[config.mk]
export PLATFORM = sky130hd
export DESIGN_NAME = mlh_ctrl
export DESIGN_NICKNAME = d
export VERILOG_FILES = /design/src/design/assert_macros.svh /design/src/design/mlh_pkg.sv /design/src/design/mlh_ctrl.sv
export SDC_FILE = /design/constraint.sdc
export NUM_CORES = 1
export LEC_CHECK = 0
export ABC_AREA = 1
export BUFFER_PORTS_ARGS = -buffer_cell sky130_fd_sc_hd__clkbuf_2
export CORE_AREA = 3 3 40 42
export DETAILED_ROUTE_END_ITERATION = 16
export DIE_AREA = 0 0 43 45
export PLACE_DENSITY_LB_ADDON = 0.15
export SLEW_MARGIN = 20
export SYNTH_ARGS = -nofsm -noshare
export SYNTH_HDL_FRONTEND = slang
export SYNTH_SLANG_ARGS = --single-unit
[constraint.sdc]
create_clock -name clk -period 1.6 [get_ports clk]
set_input_delay 0.32 -clock clk [delete_from_list [all_inputs] [get_ports clk]]
set_output_delay 0.32 -clock clk [all_outputs]
set_load 0.02 [all_outputs]
[src/design/assert_macros.svh]
// Concurrent assertion helpers, clocked on clk and held off during reset.
`ifndef ASSERT_MACROS_SVH
`define ASSERT_MACROS_SVH

// Check a property on every rising clock edge outside reset.
`define CHECK_CLK(label, prop, msg) \
	label: assert property (@(posedge clk) disable iff (!arst_n) prop) else $error(msg);

// Check that a trigger implies a consequence on the next edge.
`define CHECK_NEXT(label, trig, cons, msg) \
	label: assert property (@(posedge clk) disable iff (!arst_n) (trig) |=> (cons)) \
		else $error(msg);

`endif

[src/design/mlh_pkg.sv]
`timescale 1ns / 1ps
package mlh_pkg;

	localparam int MAX_LINES_DEF = 512;
	localparam logic signed [63:0] HULL_INF = 64'sh3f3f3f3f3f3f3f3f;

	typedef enum logic [1:0] {
		ACT_CLEAR   = 2'd0,
		ACT_ADD     = 2'd1,
		ACT_SEARCH  = 2'd2,
		ACT_POINTER = 2'd3
	} action_t;

	typedef enum logic [1:0] {
		ST_OK    = 2'd0,
		ST_EMPTY = 2'd1,
		ST_FULL  = 2'd2
	} status_t;

	typedef enum logic [1:0] {
		RD_TOP,
		RD_BELOW,
		RD_PTR
	} rdsel_t;

	typedef enum logic [3:0] {
		S_IDLE,
		S_CUT_RD,
		S_CUT_CHK,
		S_DIV,
		S_CUT_WR,
		S_CMP_RD,
		S_CMP,
		S_PUSH,
		S_SCAN_RD,
		S_SCAN_CHK,
		S_MUL,
		S_ACC,
		S_FIN
	} state_t;

	typedef struct packed {
		logic   load_in;
		logic   do_clear;
		logic   rp_zero;
		logic   st_full;
		logic   st_empty;
		logic   rd_en;
		rdsel_t rd_sel;
		logic   div_start;
		logic   cut_wr;
		logic   pop;
		logic   push;
		logic   scan_init;
		logic   scan_adv;
		logic   mul;
		logic   acc;
		logic   out_load;
	} cmd_t;

	typedef struct packed {
		action_t action;
		logic    in_valid;
		logic    empty;
		logic    full;
		logic    ge2;
		logic    slope_eq;
		logic    div_done;
		logic    pop_ok;
		logic    scan_more;
		logic    out_free;
	} sts_t;

endpackage

[src/design/mlh_ctrl.sv]
`timescale 1ns / 1ps
module mlh_ctrl
	import mlh_pkg::*;
(
	input  logic   clk,
	input  logic   arst_n,
	input  sts_t   sts,
	output cmd_t   cmd,
	output logic   in_ready
);

	state_t state_q, state_d;

	always_ff @(posedge clk or negedge arst_n) begin
		if (!arst_n) begin
			state_q <= S_IDLE;
		end else begin
			state_q <= state_d;
		end
	end

	always_comb begin
		state_d  = state_q;
		cmd      = '0;
		cmd.rd_sel = RD_TOP;
		in_ready = 1'b0;
		unique case (state_q)
			S_IDLE: begin
				in_ready = 1'b1;
				if (sts.in_valid) begin
					cmd.load_in = 1'b1;
					unique case (sts.action)
						ACT_CLEAR: begin
							cmd.do_clear = 1'b1;
							state_d = S_FIN;
						end
						ACT_ADD: begin
							cmd.rp_zero = 1'b1;
							if (sts.full) begin
								cmd.st_full = 1'b1;
								state_d = S_FIN;
							end else if (sts.empty) begin
								state_d = S_PUSH;
							end else begin
								state_d = S_CUT_RD;
							end
						end
						default: begin
							if (sts.empty) begin
								cmd.st_empty = 1'b1;
								state_d = S_FIN;
							end else begin
								cmd.scan_init = 1'b1;
								state_d = S_SCAN_RD;
							end
						end
					endcase
				end
			end
			S_CUT_RD: begin
				cmd.rd_en  = 1'b1;
				cmd.rd_sel = RD_TOP;
				state_d = S_CUT_CHK;
			end
			S_CUT_CHK: begin
				if (sts.slope_eq) begin
					state_d = S_CUT_WR;
				end else begin
					cmd.div_start = 1'b1;
					state_d = S_DIV;
				end
			end
			S_DIV: begin
				if (sts.div_done) begin
					state_d = S_CUT_WR;
				end
			end
			S_CUT_WR: begin
				cmd.cut_wr = 1'b1;
				state_d = sts.ge2 ? S_CMP_RD : S_PUSH;
			end
			S_CMP_RD: begin
				cmd.rd_en  = 1'b1;
				cmd.rd_sel = RD_BELOW;
				state_d = S_CMP;
			end
			S_CMP: begin
				if (sts.pop_ok) begin
					cmd.pop = 1'b1;
					state_d = S_CUT_RD;
				end else begin
					state_d = S_PUSH;
				end
			end
			S_PUSH: begin
				cmd.push = 1'b1;
				state_d = S_FIN;
			end
			S_SCAN_RD: begin
				cmd.rd_en  = 1'b1;
				cmd.rd_sel = RD_PTR;
				state_d = S_SCAN_CHK;
			end
			S_SCAN_CHK: begin
				if (sts.scan_more) begin
					cmd.scan_adv = 1'b1;
					state_d = S_SCAN_RD;
				end else begin
					state_d = S_MUL;
				end
			end
			S_MUL: begin
				cmd.mul = 1'b1;
				state_d = S_ACC;
			end
			S_ACC: begin
				cmd.acc = 1'b1;
				state_d = S_FIN;
			end
			S_FIN: begin
				if (sts.out_free) begin
					cmd.out_load = 1'b1;
					state_d = S_IDLE;
				end
			end
			default: begin
				state_d = S_IDLE;
			end
		endcase
	end

endmodule

==> results.sh <==
export IMPL_wl_per_cell_um=11.0
export IMPL_cts_inserted_buffers=3
export IMPL_min_path_type="primary input to flip-flop"
export IMPL_finalSetupTns_ps=-444
export IMPL_ios=31
export IMPL_synth_cell_types=19
export IMPL_antenna_left=0
export IMPL_period_minus_slack_ps=1710
export IMPL_syn_instance_count=95
export IMPL_regArea_um2=105
export IMPL_whs_ps=421
export IMPL_grt_pass1_wl_mm=2.72
export IMPL_diodes=0
export IMPL_ir_worst_vdd_mv=1.02
export IMPL_die_area_um2=1940
export IMPL_rrSetupSlack_ps=220
export IMPL_drc=0
export IMPL_power_density_nw_per_um2=1680
export IMPL_violations="negative setup slack"
export IMPL_ys_ff_latch=4
export IMPL_worst_slew_pin_slew_ps=246
export IMPL_clockRootBuffer="clkbuf_4"
export IMPL_grt_pass1_vias=668
export IMPL_setup_ws_ps=-115
export IMPL_drtIter0Drc=13
export IMPL_setup_viol=8
export IMPL_fin_worst_skew_ps=1.84
export IMPL_cp_start_kind="flip-flop"
export IMPL_h_tree_depth=1
export IMPL_cts_tree="yes"
export IMPL_grt_total_usage=0.185
export IMPL_syn_area_um2=518
export IMPL_final_common_cell="nand2_1"
export IMPL_arrival_ps=1390
export IMPL_stdcell_area_um2=902
export IMPL_p_leak_nw=0.567
export IMPL_max_flop_register="state_q"
export IMPL_antenna_found_initial=0
export IMPL_utilization=0.702
export IMPL_firstDrtPassIters=5
export IMPL_hp_start="sts[3]"
export IMPL_floorplan_initialDensity=0.403
export IMPL_largest_reg_flops=4
export IMPL_fmax_mhz=583
export IMPL_hpwl_mm=1.25
export IMPL_final_cell_mix="nand2_1 (23), inv_1 (20), clkbuf_2 (18)"
export IMPL_globalRouteOverflowTotal=0
export IMPL_syn_area_per_cell_um2=5.45
export IMPL_crit_required_ps=1280
export IMPL_largest_registers="state_q x4"
export IMPL_holdPathStages=3
export IMPL_status="finished with violations"
export IMPL_timing_rr_start="state_q[0]"
export IMPL_ys_seq_area_frac=0.193
export IMPL_coreArea_um2=1280
export IMPL_vias=744
export IMPL_die_y_um=45
export IMPL_syn_num_nets=108
export IMPL_nFillCells=117
export IMPL_die_w_um=43
export IMPL_gp_congestion=0.857
export IMPL_whs_endpoint="state_q[1]"
export IMPL_finalCritPeriodShare=1.07
export IMPL_rows=13
export IMPL_drt_wl_total_mm=1.69
export IMPL_nets=153
export IMPL_clockBufferDepth=2
export IMPL_slew_headroom=0.836
export IMPL_drive_gt1_frac=0.486
export IMPL_multi_input_area_um2=384
export IMPL_rsz0062_at_grt="true"
export IMPL_crit_fanout=6
export IMPL_port_buffers=30
export IMPL_yosysWarningCount=0
export IMPL_cts_clk_slew_worst_paths_ps=40
export IMPL_grt_start_max_net_pins=7
export IMPL_clock_latency_ps=240
export IMPL_maxCapViolCount=0
export IMPL_viasPerCell=4.86
export IMPL_place_area_um2=736
export IMPL_cts_sinks=4
export IMPL_layout_area_overhead_vs_synth_pct=74.2
export IMPL_reg2regPathDepth=6
export IMPL_hold_violations=0
export IMPL_reg2reg_to="state_q[3]"
export IMPL_critical_path_class="flip-flop to primary output"
export IMPL_drv_slew=0
export IMPL_critPathCaptureType="primary output"
[per-stage QoR]
step | std cells | setup WS [ps] | power, mW
finish | 153 | -115 | 1.51
CTS | 151 | -90.3 | 1.40
detailed placement | 144 | 52.8 | 1.16
floorplan | 95 | -42.4 | 0.859
global placement | 144 | 99.7 | 1.14
global route | 153 | -199 | 1.64
[metal layers]
layer	track usage	vias up	share of wire
li1	-	380	-
met1	0.206	313	0.37
met2	0.347	41	0.52
met3	0.0239	10	0.069
met4	0.0904	0	0.041
met5	0	-	0
[power by group]
part           switching, mW  leakage (nW)  internal [mW]
sequential            0.0771        0.0454          0.160
combinational          0.667         0.508          0.481
clock                 0.0450        0.0138         0.0841
[worst max-delay path, stage by stage (launching register included)]
cell	delay, ps
dfrtp_2	430
nor2_4	150
nand2_4	90
nor2_4	120
nand2_4	90
nor3_4	120
clkbuf_8	160
[worst max-delay path by stage]
stage,from,endpoint,slack (ps),cells past startpoint
after detailed placement,state_q[1],cmd[13],50,6
after floorplan,state_q[2],cmd[12],-40,3
final,state_q[2],cmd[13],-110,6
after global placement,state_q[1],cmd[13],100,6
after global routing,state_q[2],cmd[13],-200,6
after CTS,state_q[2],cmd[13],-90,6
[final cells by class]
class,instances,share of cell area
clock buffers,3,0.0250
multi-input cells,67,0.426
repair buffers,40,0.309
well taps,15,0.0208
inverters,24,0.103
flip-flops and latches,4,0.117
[timing repair]
item	in CTS	in global routing
hold endpoints to repair	4	0
setup buffers	3	2
resized for setup	21	13
pin swaps	1	0
hold buffers	1	0
endpoints found under the setup margin	14	18
[kinds of logic after synthesis]
| group | Yosys count | synth area share |
|---|---|---|
| simple gates | 60 | 0.553 |
| buf+inv | 24 | 0.174 |
| compound gates | 7 | 0.0797 |
| flops | 4 | 0.193 |
[synthesized netlist by cell type]
library cell | instances | area share
nand3_1 | 6 | 0.058
nand3_2 | 1 | 0.019
o22ai_1 | 2 | 0.024
a21oi_1 | 2 | 0.019
nor4_1 | 2 | 0.024
o21ai_2 | 1 | 0.017
nand3b_1 | 1 | 0.014
nor3_2 | 1 | 0.019
o21ai_0 | 2 | 0.019
dfrtp_1 | 4 | 0.19
nor2_4 | 2 | 0.043
nand2_2 | 1 | 0.012
nand2_1 | 24 | 0.17
nor3_1 | 2 | 0.019
nor2_2 | 2 | 0.024
nor2_1 | 17 | 0.12
nand2_4 | 1 | 0.022
inv_1 | 22 | 0.16
inv_2 | 2 | 0.014
Note: power is estimated with default switching activity, not from simulation.
